[config.mk]
export PLATFORM = sky130hd
export DESIGN_NAME = line_rasterizer
export DESIGN_NICKNAME = d
export VERILOG_FILES = /design/src/sv/lr_pkg.sv /design/src/sv/line_rasterizer.sv /design/src/sv/lr_divider.sv /design/src/sv/lr_datapath.sv /design/src/sv/lr_controller.sv
export VERILOG_INCLUDE_DIRS = /design/src /design/src/sv
export SDC_FILE = /design/constraint.sdc
export NUM_CORES = 1
export LEC_CHECK = 0
export CORE_ASPECT_RATIO = 1.25
export CORE_MARGIN = 5
export CORE_UTILIZATION = 63
export CTS_CLUSTER_SIZE = 40
export DETAILED_ROUTE_END_ITERATION = 6
export DONT_BUFFER_PORTS = 1
export MAX_ROUTING_LAYER = met4
export PLACE_DENSITY = 0.9
export SLEW_MARGIN = 15
export SYNTH_ARGS = -nofsm -noshare
export SYNTH_HDL_FRONTEND = slang
export SYNTH_HIERARCHICAL = 1
export SYNTH_SLANG_ARGS = --single-unit
[constraint.sdc]
create_clock -name clock -period 10.71 [get_ports clock]
set_input_delay 2.142 -clock clock [delete_from_list [all_inputs] [get_ports clock]]
set_output_delay 2.142 -clock clock [all_outputs]
set_load 0.02 [all_outputs]
[src/sv/line_rasterizer_assert.svh]
// ----------------------------------------------------------------------------
// line_rasterizer_assert: assertion macros
// Clocked checks with reset disable, same-cycle and next-cycle forms.
// ----------------------------------------------------------------------------
`ifndef LINE_RASTERIZER_ASSERT_SVH
`define LINE_RASTERIZER_ASSERT_SVH

// check cons in the cycle where ante holds
`define LR_ASSERT_SAME(label, clk, rst, ante, cons, msg) \
   label: assert property (@(posedge clk) disable iff (rst) (ante) |-> (cons)) \
      else $error(msg);

// check cons in the cycle after ante holds
`define LR_ASSERT_NEXT(label, clk, rst, ante, cons, msg) \
   label: assert property (@(posedge clk) disable iff (rst) (ante) |=> (cons)) \
      else $error(msg);

`endif

[src/sv/lr_pkg.sv]
// ----------------------------------------------------------------------------
// lr_pkg: line rasterizer package
// Widths, operation and algorithm codes, controller types.
// ----------------------------------------------------------------------------
package lr_pkg;

   localparam int CoordW  = 12;
   localparam int PosW    = 13;
   localparam int DeltaW  = 13;
   localparam int DblW    = 14;
   localparam int ErrW    = 16;
   localparam int FracW   = 16;
   localparam int FixW    = 29;
   localparam int IncW    = 18;
   localparam int QuotW   = 17;
   localparam int StepsW  = 13;
   localparam int ColorW  = 32;
   localparam int IndexW  = 20;
   localparam int AlgW    = 2;

   localparam int DEF_FRAME_WIDTH  = 1024;
   localparam int DEF_FRAME_HEIGHT = 768;

   localparam logic OP_LOAD = 1'b0;
   localparam logic OP_NEXT = 1'b1;

   localparam logic [AlgW-1:0] ALG_DDA  = 2'd0;
   localparam logic [AlgW-1:0] ALG_BRES = 2'd1;

   typedef enum logic [2:0] {
      ST_IDLE   = 3'b001,
      ST_DIVIDE = 3'b010,
      ST_EMIT   = 3'b100
   } lr_state_type;

   typedef struct packed {
      logic accept;
      logic dda_emit;
   } lr_cmd_type;

   typedef struct packed {
      logic dda_long;
      logic div_busy;
   } lr_status_type;

endpackage

[src/sv/line_rasterizer.sv]
// ----------------------------------------------------------------------------
// line_rasterizer: line pixel generator
// Timing: a result is registered in the cycle after its request is taken; a
// DDA load with nonzero steps waits in DIVIDE on the bit-serial increment divider, then EMIT.
// Throughput: 1 request per cycle for next-pixel and Bresenham loads, set by
// the step adder, while the result slot is free; a DDA load blocks requests until it emits.
// Reset: synchronous, clears the controller, result valid and active line.
// ----------------------------------------------------------------------------
`include "line_rasterizer_assert.svh"

module line_rasterizer
   import lr_pkg::*;
#(
   parameter int FRAME_WIDTH  = DEF_FRAME_WIDTH,
   parameter int FRAME_HEIGHT = DEF_FRAME_HEIGHT
)
(
   input  logic                     clock,
   input  logic                     reset,
   input  logic                     req_valid,
   output logic                     req_ready,
   input  logic                     req_operation,
   input  logic signed [CoordW-1:0] req_start_x,
   input  logic signed [CoordW-1:0] req_start_y,
   input  logic signed [CoordW-1:0] req_end_x,
   input  logic signed [CoordW-1:0] req_end_y,
   input  logic [ColorW-1:0]        req_pixel_color,
   input  logic [AlgW-1:0]          req_algorithm,
   output logic                     rsp_valid,
   input  logic                     rsp_ready,
   output logic                     rsp_pixel_present,
   output logic                     rsp_write_enable,
   output logic signed [CoordW-1:0] rsp_pixel_x,
   output logic signed [CoordW-1:0] rsp_pixel_y,
   output logic [IndexW-1:0]        rsp_pixel_index,
   output logic [ColorW-1:0]        rsp_out_color,
   output logic                     rsp_last
);

   lr_cmd_type    cmd;
   lr_status_type status;

   lr_controller u_controller (
      .clock     (clock),
      .reset     (reset),
      .req_valid (req_valid),
      .req_ready (req_ready),
      .rsp_valid (rsp_valid),
      .rsp_ready (rsp_ready),
      .status    (status),
      .cmd       (cmd)
   );

   lr_datapath #(
      .FRAME_WIDTH  (FRAME_WIDTH),
      .FRAME_HEIGHT (FRAME_HEIGHT)
   ) u_datapath (
      .clock             (clock),
      .reset             (reset),
      .cmd               (cmd),
      .status            (status),
      .req_operation     (req_operation),
      .req_start_x       (req_start_x),
      .req_start_y       (req_start_y),
      .req_end_x         (req_end_x),
      .req_end_y         (req_end_y),
      .req_pixel_color   (req_pixel_color),
      .req_algorithm     (req_algorithm),
      .rsp_pixel_present (rsp_pixel_present),
      .rsp_write_enable  (rsp_write_enable),
      .rsp_pixel_x       (rsp_pixel_x),
      .rsp_pixel_y       (rsp_pixel_y),
      .rsp_pixel_index   (rsp_pixel_index),
      .rsp_out_color     (rsp_out_color),
      .rsp_last          (rsp_last)
   );

   `LR_ASSERT_SAME(a_no_take_when_stalled, clock, reset, rsp_valid && !rsp_ready, !req_ready, "request taken while result stalled")
   `LR_ASSERT_SAME(a_empty_is_last, clock, reset, rsp_valid && !rsp_pixel_present, rsp_last && !rsp_write_enable, "empty result not marked last")
   `LR_ASSERT_SAME(a_write_needs_pixel, clock, reset, rsp_valid && rsp_write_enable, rsp_pixel_present && (rsp_pixel_x != 0) && (rsp_pixel_y != 0), "write enable without drawable pixel")
   `LR_ASSERT_NEXT(a_next_one_cycle, clock, reset, req_valid && req_ready && (req_operation == OP_NEXT), rsp_valid, "next-pixel request gave no result")

endmodule

[src/sv/lr_divider.sv]
// ----------------------------------------------------------------------------
// lr_divider: DDA increment divider
// Two-lane restoring divider, one quotient bit per lane per cycle,
// computing floor(num * 2^16 / den) for num <= den.
// ----------------------------------------------------------------------------
module lr_divider
   import lr_pkg::*;
(
   input  logic              clock,
   input  logic              reset,
   input  logic              start,
   input  logic [DeltaW-1:0] num_x,
   input  logic [DeltaW-1:0] num_y,
   input  logic [DeltaW-1:0] den,
   output logic              busy,
   output logic [QuotW-1:0]  quot_x,
   output logic [QuotW-1:0]  quot_y
);

   localparam int CntW = $clog2(QuotW + 1);
   localparam int RemW = DeltaW + 1;

   logic [CntW-1:0]   count_ff, count_in;
   logic [RemW-1:0]   rem_x_ff, rem_x_in, rem_y_ff, rem_y_in;
   logic [DeltaW-1:0] den_ff, den_in;
   logic [QuotW-1:0]  q_x_ff, q_x_in, q_y_ff, q_y_in;
   logic              ge_x, ge_y;
   logic [RemW-1:0]   r_x, r_y;

   always_comb begin
      ge_x     = rem_x_ff >= RemW'(den_ff);
      ge_y     = rem_y_ff >= RemW'(den_ff);
      r_x      = ge_x ? rem_x_ff - RemW'(den_ff) : rem_x_ff;
      r_y      = ge_y ? rem_y_ff - RemW'(den_ff) : rem_y_ff;
      count_in = count_ff;
      rem_x_in = rem_x_ff;
      rem_y_in = rem_y_ff;
      den_in   = den_ff;
      q_x_in   = q_x_ff;
      q_y_in   = q_y_ff;
      if (start) begin
         count_in = CntW'(QuotW);
         rem_x_in = RemW'(num_x);
         rem_y_in = RemW'(num_y);
         den_in   = den;
         q_x_in   = '0;
         q_y_in   = '0;
      end else if (busy) begin
         count_in = count_ff - 1'b1;
         rem_x_in = {r_x[DeltaW-1:0], 1'b0};
         rem_y_in = {r_y[DeltaW-1:0], 1'b0};
         q_x_in   = {q_x_ff[QuotW-2:0], ge_x};
         q_y_in   = {q_y_ff[QuotW-2:0], ge_y};
      end
   end

   always_ff @(posedge clock) begin
      if (reset) begin
         count_ff <= '0;
      end else begin
         count_ff <= count_in;
      end
      rem_x_ff <= rem_x_in;
      rem_y_ff <= rem_y_in;
      den_ff   <= den_in;
      q_x_ff   <= q_x_in;
      q_y_ff   <= q_y_in;
   end

   assign busy   = count_ff != '0;
   assign quot_x = q_x_ff;
   assign quot_y = q_y_ff;

endmodule

[src/sv/lr_datapath.sv]
// ----------------------------------------------------------------------------
// lr_datapath: line rasterizer datapath
// Line state, Bresenham and DDA step logic, increment divider and the
// result register with frame index and write enable.
// ----------------------------------------------------------------------------
module lr_datapath
   import lr_pkg::*;
#(
   parameter int FRAME_WIDTH  = DEF_FRAME_WIDTH,
   parameter int FRAME_HEIGHT = DEF_FRAME_HEIGHT
)
(
   input  logic                     clock,
   input  logic                     reset,
   input  lr_cmd_type               cmd,
   output lr_status_type            status,
   input  logic                     req_operation,
   input  logic signed [CoordW-1:0] req_start_x,
   input  logic signed [CoordW-1:0] req_start_y,
   input  logic signed [CoordW-1:0] req_end_x,
   input  logic signed [CoordW-1:0] req_end_y,
   input  logic [ColorW-1:0]        req_pixel_color,
   input  logic [AlgW-1:0]          req_algorithm,
   output logic                     rsp_pixel_present,
   output logic                     rsp_write_enable,
   output logic signed [CoordW-1:0] rsp_pixel_x,
   output logic signed [CoordW-1:0] rsp_pixel_y,
   output logic [IndexW-1:0]        rsp_pixel_index,
   output logic [ColorW-1:0]        rsp_out_color,
   output logic                     rsp_last
);

   localparam int IdxW = PosW + $clog2(FRAME_WIDTH) + 2;
   localparam logic signed [IdxW-1:0] WidthS    = IdxW'(FRAME_WIDTH);
   localparam logic signed [IdxW-1:0] FrameSize = IdxW'(FRAME_WIDTH * FRAME_HEIGHT);
   localparam logic [FixW-1:0]        HalfLsb   = FixW'(1) << (FracW - 1);

   function automatic logic signed [PosW-1:0] round_q16(input logic signed [FixW-1:0] p);
      logic [FixW-1:0] mag;
      logic [FixW-1:0] sum;
      logic [PosW-1:0] r;
      mag = p[FixW-1] ? FixW'(-p) : FixW'(p);
      sum = mag + HalfLsb;
      r   = sum[FracW +: PosW];
      return p[FixW-1] ? PosW'(-r) : r;
   endfunction

   function automatic logic signed [1:0] sign_of(input logic signed [PosW-1:0] v);
      return (v == '0) ? 2'sb00 : (v[PosW-1] ? 2'sb11 : 2'sb01);
   endfunction

   // line state
   logic                     active_ff, active_in;
   logic                     use_bres_ff, use_bres_in;
   logic                     x_major_ff, x_major_in;
   logic signed [1:0]        step_x_ff, step_x_in, step_y_ff, step_y_in;
   logic signed [PosW-1:0]   cur_x_ff, cur_x_in, cur_y_ff, cur_y_in;
   logic signed [CoordW-1:0] tgt_x_ff, tgt_x_in, tgt_y_ff, tgt_y_in;
   logic [DblW-1:0]          dbl_dx_ff, dbl_dx_in, dbl_dy_ff, dbl_dy_in;
   logic signed [ErrW-1:0]   err_ff, err_in;
   logic signed [FixW-1:0]   pos_x_ff, pos_x_in, pos_y_ff, pos_y_in;
   logic signed [IncW-1:0]   inc_x_ff, inc_x_in, inc_y_ff, inc_y_in;
   logic [StepsW-1:0]        steps_left_ff, steps_left_in;
   logic [ColorW-1:0]        color_ff, color_in;

   // result register
   logic                     out_present_ff, out_present_in;
   logic signed [PosW-1:0]   out_x_ff, out_x_in, out_y_ff, out_y_in;
   logic [ColorW-1:0]        out_color_ff, out_color_in;
   logic                     out_last_ff, out_last_in;

   // load terms
   logic signed [PosW-1:0]   sx, sy, ex, ey, dx, dy;
   logic [DeltaW-1:0]        adx, ady, steps;
   logic                     ld_x_major;
   logic signed [ErrW-1:0]   ld_err;

   // step terms
   logic                     bres_take, major_pos, bres_last, dda_last;
   logic [DblW-1:0]          d_major, d_minor;
   logic signed [ErrW-1:0]   bres_err_n;
   logic signed [PosW-1:0]   bres_x_n, bres_y_n;
   logic signed [PosW-1:0]   rnd_x, rnd_y;
   logic signed [IncW-1:0]   inc_div_x, inc_div_y, inc_use_x, inc_use_y;
   logic                     do_dda, do_bres, do_load, emit_empty;

   // divider
   logic                     div_busy;
   logic [QuotW-1:0]         quot_x, quot_y;

   // index
   logic signed [IdxW-1:0]   idx;

   lr_divider u_divider (
      .clock  (clock),
      .reset  (reset),
      .start  (cmd.accept && status.dda_long),
      .num_x  (adx),
      .num_y  (ady),
      .den    (steps),
      .busy   (div_busy),
      .quot_x (quot_x),
      .quot_y (quot_y)
   );

   always_comb begin
      sx  = PosW'(req_start_x);
      sy  = PosW'(req_start_y);
      ex  = PosW'(req_end_x);
      ey  = PosW'(req_end_y);
      dx  = ex - sx;
      dy  = ey - sy;
      adx = dx[PosW-1] ? DeltaW'(-dx) : DeltaW'(dx);
      ady = dy[PosW-1] ? DeltaW'(-dy) : DeltaW'(dy);
      steps      = (adx > ady) ? adx : ady;
      ld_x_major = adx >= ady;
      ld_err     = ld_x_major ? ErrW'({ady, 1'b0}) - ErrW'(adx)
                              : ErrW'({adx, 1'b0}) - ErrW'(ady);
   end

   assign status.dda_long = (req_operation == OP_LOAD) && (req_algorithm == ALG_DDA)
                            && (steps != '0);
   assign status.div_busy = div_busy;

   always_comb begin
      major_pos  = x_major_ff ? (step_x_ff == 2'sb01) : (step_y_ff == 2'sb01);
      bres_take  = (err_ff > 0) || ((err_ff == '0) && major_pos);
      d_major    = x_major_ff ? dbl_dx_ff : dbl_dy_ff;
      d_minor    = x_major_ff ? dbl_dy_ff : dbl_dx_ff;
      bres_err_n = err_ff + ErrW'(d_minor) - (bres_take ? ErrW'(d_major) : '0);
      bres_x_n   = cur_x_ff + ((x_major_ff || bres_take) ? PosW'(step_x_ff) : '0);
      bres_y_n   = cur_y_ff + ((!x_major_ff || bres_take) ? PosW'(step_y_ff) : '0);
      bres_last  = x_major_ff ? (bres_x_n == PosW'(tgt_x_ff))
                              : (bres_y_n == PosW'(tgt_y_ff));
      rnd_x      = round_q16(pos_x_ff);
      rnd_y      = round_q16(pos_y_ff);
      dda_last   = steps_left_ff == StepsW'(1);
      inc_div_x  = step_x_ff[1] ? -IncW'(quot_x) : IncW'(quot_x);
      inc_div_y  = step_y_ff[1] ? -IncW'(quot_y) : IncW'(quot_y);
      inc_use_x  = cmd.dda_emit ? inc_div_x : inc_x_ff;
      inc_use_y  = cmd.dda_emit ? inc_div_y : inc_y_ff;
      do_dda     = cmd.dda_emit || (cmd.accept && (req_operation == OP_NEXT)
                   && active_ff && !use_bres_ff);
      do_bres    = cmd.accept && (req_operation == OP_NEXT) && active_ff && use_bres_ff;
      do_load    = cmd.accept && (req_operation == OP_LOAD);
   end

   always_comb begin
      active_in      = active_ff;
      use_bres_in    = use_bres_ff;
      x_major_in     = x_major_ff;
      step_x_in      = step_x_ff;
      step_y_in      = step_y_ff;
      cur_x_in       = cur_x_ff;
      cur_y_in       = cur_y_ff;
      tgt_x_in       = tgt_x_ff;
      tgt_y_in       = tgt_y_ff;
      dbl_dx_in      = dbl_dx_ff;
      dbl_dy_in      = dbl_dy_ff;
      err_in         = err_ff;
      pos_x_in       = pos_x_ff;
      pos_y_in       = pos_y_ff;
      inc_x_in       = inc_x_ff;
      inc_y_in       = inc_y_ff;
      steps_left_in  = steps_left_ff;
      color_in       = color_ff;
      out_present_in = out_present_ff;
      out_x_in       = out_x_ff;
      out_y_in       = out_y_ff;
      out_color_in   = out_color_ff;
      out_last_in    = out_last_ff;
      emit_empty     = 1'b0;

      if (do_dda) begin
         out_present_in = 1'b1;
         out_x_in       = rnd_x;
         out_y_in       = rnd_y;
         out_color_in   = color_ff;
         out_last_in    = dda_last;
         pos_x_in       = pos_x_ff + FixW'(inc_use_x);
         pos_y_in       = pos_y_ff + FixW'(inc_use_y);
         inc_x_in       = inc_use_x;
         inc_y_in       = inc_use_y;
         steps_left_in  = steps_left_ff - 1'b1;
         active_in      = !dda_last;
      end else if (do_bres) begin
         out_present_in = 1'b1;
         out_x_in       = bres_x_n;
         out_y_in       = bres_y_n;
         out_color_in   = color_ff;
         out_last_in    = bres_last;
         cur_x_in       = bres_x_n;
         cur_y_in       = bres_y_n;
         err_in         = bres_err_n;
         active_in      = !bres_last;
      end else if (do_load) begin
         tgt_x_in  = req_end_x;
         tgt_y_in  = req_end_y;
         color_in  = req_pixel_color;
         step_x_in = sign_of(dx);
         step_y_in = sign_of(dy);
         active_in = 1'b0;
         case (req_algorithm)
            ALG_DDA: begin
               use_bres_in   = 1'b0;
               steps_left_in = StepsW'(steps);
               pos_x_in      = FixW'(signed'({req_start_x, FracW'(0)}));
               pos_y_in      = FixW'(signed'({req_start_y, FracW'(0)}));
               emit_empty    = steps == '0;
            end
            ALG_BRES: begin
               use_bres_in    = 1'b1;
               dbl_dx_in      = {adx, 1'b0};
               dbl_dy_in      = {ady, 1'b0};
               x_major_in     = ld_x_major;
               err_in         = ld_err;
               cur_x_in       = sx;
               cur_y_in       = sy;
               out_present_in = 1'b1;
               out_x_in       = sx;
               out_y_in       = sy;
               out_color_in   = req_pixel_color;
               out_last_in    = ld_x_major ? (sx == ex) : (sy == ey);
               active_in      = !out_last_in;
            end
            default: begin
               emit_empty = 1'b1;
            end
         endcase
      end else if (cmd.accept) begin
         emit_empty = 1'b1;
      end

      if (emit_empty) begin
         out_present_in = 1'b0;
         out_x_in       = '0;
         out_y_in       = '0;
         out_color_in   = '0;
         out_last_in    = 1'b1;
      end
   end

   always_ff @(posedge clock) begin
      if (reset) begin
         active_ff <= 1'b0;
      end else begin
         active_ff <= active_in;
      end
      use_bres_ff    <= use_bres_in;
      x_major_ff     <= x_major_in;
      step_x_ff      <= step_x_in;
      step_y_ff      <= step_y_in;
      cur_x_ff       <= cur_x_in;
      cur_y_ff       <= cur_y_in;
      tgt_x_ff       <= tgt_x_in;
      tgt_y_ff       <= tgt_y_in;
      dbl_dx_ff      <= dbl_dx_in;
      dbl_dy_ff      <= dbl_dy_in;
      err_ff         <= err_in;
      pos_x_ff       <= pos_x_in;
      pos_y_ff       <= pos_y_in;
      inc_x_ff       <= inc_x_in;
      inc_y_ff       <= inc_y_in;
      steps_left_ff  <= steps_left_in;
      color_ff       <= color_in;
      out_present_ff <= out_present_in;
      out_x_ff       <= out_x_in;
      out_y_ff       <= out_y_in;
      out_color_ff   <= out_color_in;
      out_last_ff    <= out_last_in;
   end

   // frame index from the held pixel
   assign idx = IdxW'(out_y_ff) * WidthS + IdxW'(out_x_ff);

   assign rsp_pixel_present = out_present_ff;
   assign rsp_write_enable  = out_present_ff && (out_x_ff != '0) && (out_y_ff != '0)
                              && !idx[IdxW-1] && (idx < FrameSize);
   assign rsp_pixel_x       = out_x_ff[CoordW-1:0];
   assign rsp_pixel_y       = out_y_ff[CoordW-1:0];
   assign rsp_pixel_index   = rsp_write_enable ? IndexW'(unsigned'(idx)) : '0;
   assign rsp_out_color     = out_color_ff;
   assign rsp_last          = out_last_ff;

endmodule

[src/sv/lr_controller.sv]
// ----------------------------------------------------------------------------
// lr_controller: line rasterizer controller
// Request handshake, result valid and sequencing of DDA loads through
// the increment divider.
// ----------------------------------------------------------------------------
module lr_controller
   import lr_pkg::*;
(
   input  logic          clock,
   input  logic          reset,
   input  logic          req_valid,
   output logic          req_ready,
   output logic          rsp_valid,
   input  logic          rsp_ready,
   input  lr_status_type status,
   output lr_cmd_type    cmd
);

   lr_state_type state_ff, state_in;
   logic         rsp_valid_ff, rsp_valid_in;
   logic         slot_free, produce;

   always_comb begin
      slot_free    = !rsp_valid_ff || rsp_ready;
      req_ready    = (state_ff == ST_IDLE) && slot_free;
      cmd.accept   = req_valid && req_ready;
      cmd.dda_emit = (state_ff == ST_EMIT) && slot_free;
      produce      = (cmd.accept && !status.dda_long) || cmd.dda_emit;
      if (produce) begin
         rsp_valid_in = 1'b1;
      end else if (rsp_ready) begin
         rsp_valid_in = 1'b0;
      end else begin
         rsp_valid_in = rsp_valid_ff;
      end

      state_in = state_ff;
      case (state_ff)
         ST_IDLE: begin
            if (cmd.accept && status.dda_long) begin
               state_in = ST_DIVIDE;
            end
         end
         ST_DIVIDE: begin
            if (!status.div_busy) begin
               state_in = ST_EMIT;
            end
         end
         ST_EMIT: begin
            if (slot_free) begin
               state_in = ST_IDLE;
            end
         end
         default: begin
            state_in = ST_IDLE;
         end
      endcase
   end

   always_ff @(posedge clock) begin
      if (reset) begin
         state_ff     <= ST_IDLE;
         rsp_valid_ff <= 1'b0;
      end else begin
         state_ff     <= state_in;
         rsp_valid_ff <= rsp_valid_in;
      end
   end

   assign rsp_valid = rsp_valid_ff;

endmodule
# Word-level counts from Yosys, hierarchy flattened
# Cells that the tools add are included.
# W data, S select, Z words.
# classes
add_sub_neg	25
order_cmp	6
n_eq_ne	15
n_mux	82
bitwise_logic	3
reduce_logical	57
# op_table
op	count
$mux W13	25
$mux W29	10
$mux W32	4
$mux W18	4
$mux W16	4
$add A29 B16 Y29 const B	2
$add A29 B18 Y29	2
$neg A29 Y29	2
$neg A13 Y13	4
$mux W14	3
$logic_not A13 Y1	3
$reduce_bool A13 Y1	3
$neg A17 Y18	2
$sub A14 B13 Y15	2
$ge A14 B13 Y1	2
$add A13 B13 Y13	2
$eq A13 B12 Y1	2
$sub A12 B12 Y13	2
$sub A13 B13 Y13	2
$lt A25 B21 Y1 const B	1
$add A23 B13 Y24	1
$eq A12 B12 Y1	2
$mux W1	21
$mux W20	1
33 further kinds	82
# word_totals
regBits	382
inputBits	87
output_inout_bits	81

# Longest topological paths before layout
# logic_depth
word_depth	12
ltp_mapped	31
ltp_nobuf	30

# By module
# Netlist, hierarchy kept.
# modules_own_cells
mod	instances	cells_per_inst	area_per_inst_um2
lr_datapath	1	2593	24021.8
lr_divider	1	500	4526.8
lr_controller	1	24	216.5

# Least setup slack after synthesis
# OpenSTA, ideal clock, no wires.
# synth_timing
path_type	input to register
start	input req_end_x[0]
end	register u_datapath.u_divider.rem_x_ff[0] (enable)
setup_ns	0.383
t_arrival_ns	8.230
slack_ns	2.097
stages	29
n_path_buf	2
cell_sequence	inv_1 > ha_1 > fa_1 > nand2b_1 > a21o_1 > a21oi_4 > o21bai_1 > a41oi_2 > inv_2 > buf_2 > a21oi_1 > inv_1 > ha_1 > nor2b_1 > o21a_1 > o21a_1 > o21ai_0 > nand2b_1 > a21oi_1 > o211ai_1 > o211ai_2 > a221o_1 > a21oi_4 > mux2i_2 > nor2_1 > nor2_1 > inv_1 > clkbuf_1 > nand2_1
# synth_between
elab_chain_len	9
# synth_rtl
element	line_no	source
start, declared	line_rasterizer.sv:25	input logic signed [CoordW-1:0] req_end_x,
$sub A12 B12 Y13 (*)	lr_datapath.sv:111	dx = ex - sx;
$neg A13 Y13	lr_datapath.sv:113	adx = dx[PosW-1] ? DeltaW'(-dx) : DeltaW'(dx);
$mux W13 (*)	lr_datapath.sv:113	
named net u_datapath.adx[1]	lr_datapath.sv:74	logic [DeltaW-1:0] adx, ady, steps;
$gt A13 B13 Y1	lr_datapath.sv:115	steps = (adx > ady) ? adx : ady;
$mux W13 (*)	lr_datapath.sv:115	
$reduce_bool A13 Y1 (*)	lr_datapath.sv:122	&& (steps != '0);
$logic_and A1 B1 Y1 (*)	lr_datapath.sv:122	
$logic_and A1 B1 Y1 (*)	lr_datapath.sv:97	.start (cmd.accept && status.dda_long),
$reduce_bool A2 Y1 (no source line) (*)	--	
end signal, assigned	lr_divider.sv:63	rem_x_ff <= rem_x_in;
end, declared	lr_divider.sv:24	logic [RemW-1:0] rem_x_ff, rem_x_in, rem_y_ff, rem_y_in;
# Mark *: on every way through the listed nets, which the timed path passes. The rest lies on a longest branch.
# A chain may end at the register's enable or synchronous reset.

# Final worst setup path
# Ends and elaborated chain as after synthesis.

==> results.txt <==
Least-Margin Pin Slew: 1.172 ns
Post-synthesis sequential area ratio: 36.19%
Area contributors post-synth: edfxtp_1 (29%), ha_1 (8.7%), dfxtp_1 (7.4%), xnor2_1 (4.9%), a21oi_1 (4.3%)
Critical Path Most Common Cell: inv_1
Pwr dens: 202.3 nW/um^2
Final hold viol count: 0
Slowest stage delay, CP: 0.88 ns
Number of port buffers: 0
CTS Hold Bufs: 0
Synth warn: 6
Dpl cell area: 29010 um^2
Die width: 201.1 um
Worst skew pair latency: 0.57 ns
Register Area: 10410 um^2
Worst setup path class: input port to flop
Pwr Total: 6171 uW
Final period utilization: 80.46%
Post-synth top area share: 28.81%
Worst path slowest cell: nand2_1
Max Slew Vio Count: 0
Worst Path Buf+Inv: 5
Fin cells: 3644
First-pass DRT Iterations: 7
Post-CTS setup buffers: 0
Largest net degree at the start of global routing: 89
Min Clock Period, post-route: 8.617 ns
Crit-path max FO: 26
First-pass GRT wire length: 127900 um
Core area: 45170 um^2
Headroom to the max-slew limit: 21.66%
Final Instance Area: 30500 um^2
DR vias: 24120
Dpl ws: 1.637 ns
Data required time of the critical path: 10.88 ns
Leak Pwr: 0.01220 uW
Final layout net count: 3342
Initial core utilization: 63.68%
Vias/cell: 6.619
Antenna violations before repair: 5
EDFF count, synth: 276
Peak VDD IR: 0.1641 mV
Cells after DPL: 3564
Reg2reg setup slack: 4.19 ns
Post-route DRC: 3
Number of global-route vias before repair: 23760
Layout cells sized above 1: 7.061%
Area of the multi-input gates: 16930 um^2
# clock sinks: 382
Setup-failing EPs final: 0
Distinct cell type count after synthesis: 112
Setup crit end kind: flop
PostCTS Resize Cnt: 0
HP Class: flop to flop
I/O pins: 168
Total Routing Usage GR: 32.33%
Post-synth top flop: edfxtp_1
CTS max path bufs: 3
Worst Path Arrival: 8.79 ns
Post-route ant nets: 0
Gate Count Post-Synth: 3117
Std-Cell Rows: 87
Die area: 50060 um^2
Die height: 248.9 um
Failing checks: DRC
Synth Register Bits: 382
CTS buffer count: 41
Dpl hpwl: 60340 um
GRT overflow: 0
Clock Pin Slew Worst Setup and Hold Paths: 0.06 ns
Layout fillers: 3297
Top delay family on crit path: compound AO/OA/AOI/OAI gates
DR WL/cell: 22.59 um
Clock Skews: 0.02459 ns
Total wire length: 82320 um
DR iter-0 viols: 2288
Max Cap Viol: 0
Area leader, netlist: edfxtp_1
CTS Root Cell: clkbuf_16
Mean Syn Cell Area: 9.228 um^2
Mapped Nets: 3430
Area Growth Syn to Fin: 6.046%
H-tree levels: 2
Outcome: finished, violations left
Startpoint Class: input port
Setup WS post-layout: 2.093 ns
Post-synthesis cell area: 28770 um^2
Setup TNS: 0 ns
CTS tree: built
Asr flop ratio synth: 0%
F_max: 116.1 MHz
Gpl congestion: 1.004
RSZ-0062 raised after global routing: false
-- metal layers --
metal | wire, um | vias to the layer above | global-route usage, %
met3 | 7044 | 307 | 7.057
met5 | 0 | - | -
met1 | 30160 | 11520 | 36.27
li1 | - | 11140 | -
met2 | 39480 | 1160 | 53.32
met4 | 5630 | 0 | 18.75
-- power by group --
part           total, uW  switching [uW]  internal, uW  leakage, uW
Sequential          2070             198          1880      0.00343
Clock               1560             636           927     0.000729
Combinational       2530            1540           995      0.00804
-- stage by stage --
step	hold slack, ns	utilization, %
finish	0.4960	67.53
global route	0.5078	67.53
CTS	0.4950	67.46
detailed placement	0.4873	64.22
global placement	0.4627	64.22
floorplan	0.4537	-
-- logic make-up (layout without fill, tap and decap cells) --
kind of cell | count (synthesis) | after routing | share of synthesized area (%)
multiplexers | 114 | 114 | 4.028
adder cells (fa/ha/maj) | 232 | 232 | 10.69
other | 0 | 7 | 0
AO/OA/AOI/OAI | 794 | 794 | 19.06
flip-flops | 382 | 382 | 36.19
XOR/XNOR | 287 | 287 | 9.104
AND/OR/NAND/NOR | 947 | 947 | 15.69
buffers and inverters | 361 | 303 | 5.237
-- placed cells by master (no fill, tap or decap), drive strengths merged, types with 27 or more instances in the layout --
master,netlist,final
nand2,284,284
nor2,276,276
a21o,53,53
a31oi,33,33
o21bai,27,27
xor2,123,123
a21oi,251,251
a221oi,37,37
o21ai,156,156
nand4,31,31
nor2b,27,27
edfxtp,276,276
ha,201,201
nand3,42,42
and2,41,41
xnor2,161,161
or3,33,33
mux2i,103,103
dfxtp,106,106
a211oi,27,27
inv,202,207
nor4,31,31
nor3,68,68
clkbuf,98,50
-- sequential cells by signal, indices dropped and copies added, names as in the netlist, 14 cells and up --
signal / flops
u_datapath/color_ff: 32
u_datapath/u_divider/rem_y_ff: 14
u_datapath/u_divider/quot_y: 17
u_datapath/pos_x_ff: 29
u_datapath/inc_x_ff: 18
u_datapath/err_ff: 16
u_datapath/rsp_out_color: 32
u_datapath/u_divider/quot_x: 17
u_datapath/inc_y_ff: 18
u_datapath/pos_y_ff: 29
u_datapath/u_divider/rem_x_ff: 14
-- cells in the mapped netlist (18+ instances only) --
cell / instances
nand2b_1: 24
dfxtp_1: 106
a222oi_1: 20
a211oi_1: 26
o31ai_1: 22
a31oi_1: 31
fa_1: 25
a221oi_2: 18
ha_1: 201
edfxtp_1: 276
o21bai_1: 26
nand3_1: 42
buf_4: 27
or3_1: 33
a21o_1: 52
nor2b_1: 27
nor3_1: 68
xor2_1: 120
nor4_1: 29
nand4_1: 31
o21ai_0: 146
inv_1: 197
a21oi_1: 245
and2_1: 41
nand2_1: 283
mux2i_1: 102
xnor2_1: 160
o21a_1: 25
clkbuf_1: 98
and3_1: 18
nor2_1: 275
a221oi_1: 19
-- path summary, 6_finish.rpt --
path                              startpoint                               end  cells past startpoint
min reg2reg  u_datapath/u_divider/quot_y[16]   u_datapath/u_divider/quot_y[16]                      2
max reg2reg          u_datapath/step_x_ff[1]               u_datapath/rsp_last                     20
max                             req_end_x[0]  u_datapath/u_divider/rem_x_ff[0]                     28
min          u_datapath/u_divider/quot_y[16]   u_datapath/u_divider/quot_y[16]                      2
-- area by class of cell --
cell class / instances / area share [%]
clock inverter: 23 / 0.9844
tap: 578 / 2.371
sequential: 382 / 34.13
antenna: 7 / 0.05742
inverter: 205 / 2.543
clock buffer: 50 / 3.815
multi-input combinational: 2374 / 55.49
timing repair buffer: 25 / 0.6153
-- worst register-to-register path: stages (launching register included) --
cell and delay (ns):
edfxtp_1 0.80, inv_1 0.35, a32o_1 0.33, mux2i_1 0.29, buf_4 0.31, a21boi_0 0.17
ha_1 0.29, fa_1 0.42, a21oi_1 0.16, o21bai_1 0.12, a2111oi_0 0.74, o21ai_0 0.32
o41ai_1 0.37, xnor2_1 0.19, or3_1 0.33, a211oi_1 0.21, and3_1 0.21, nor3_1 0.10
o41ai_1 0.37, a21oi_1 0.14, a21bo_1 0.22
Power figures use the tool's default switching activity.
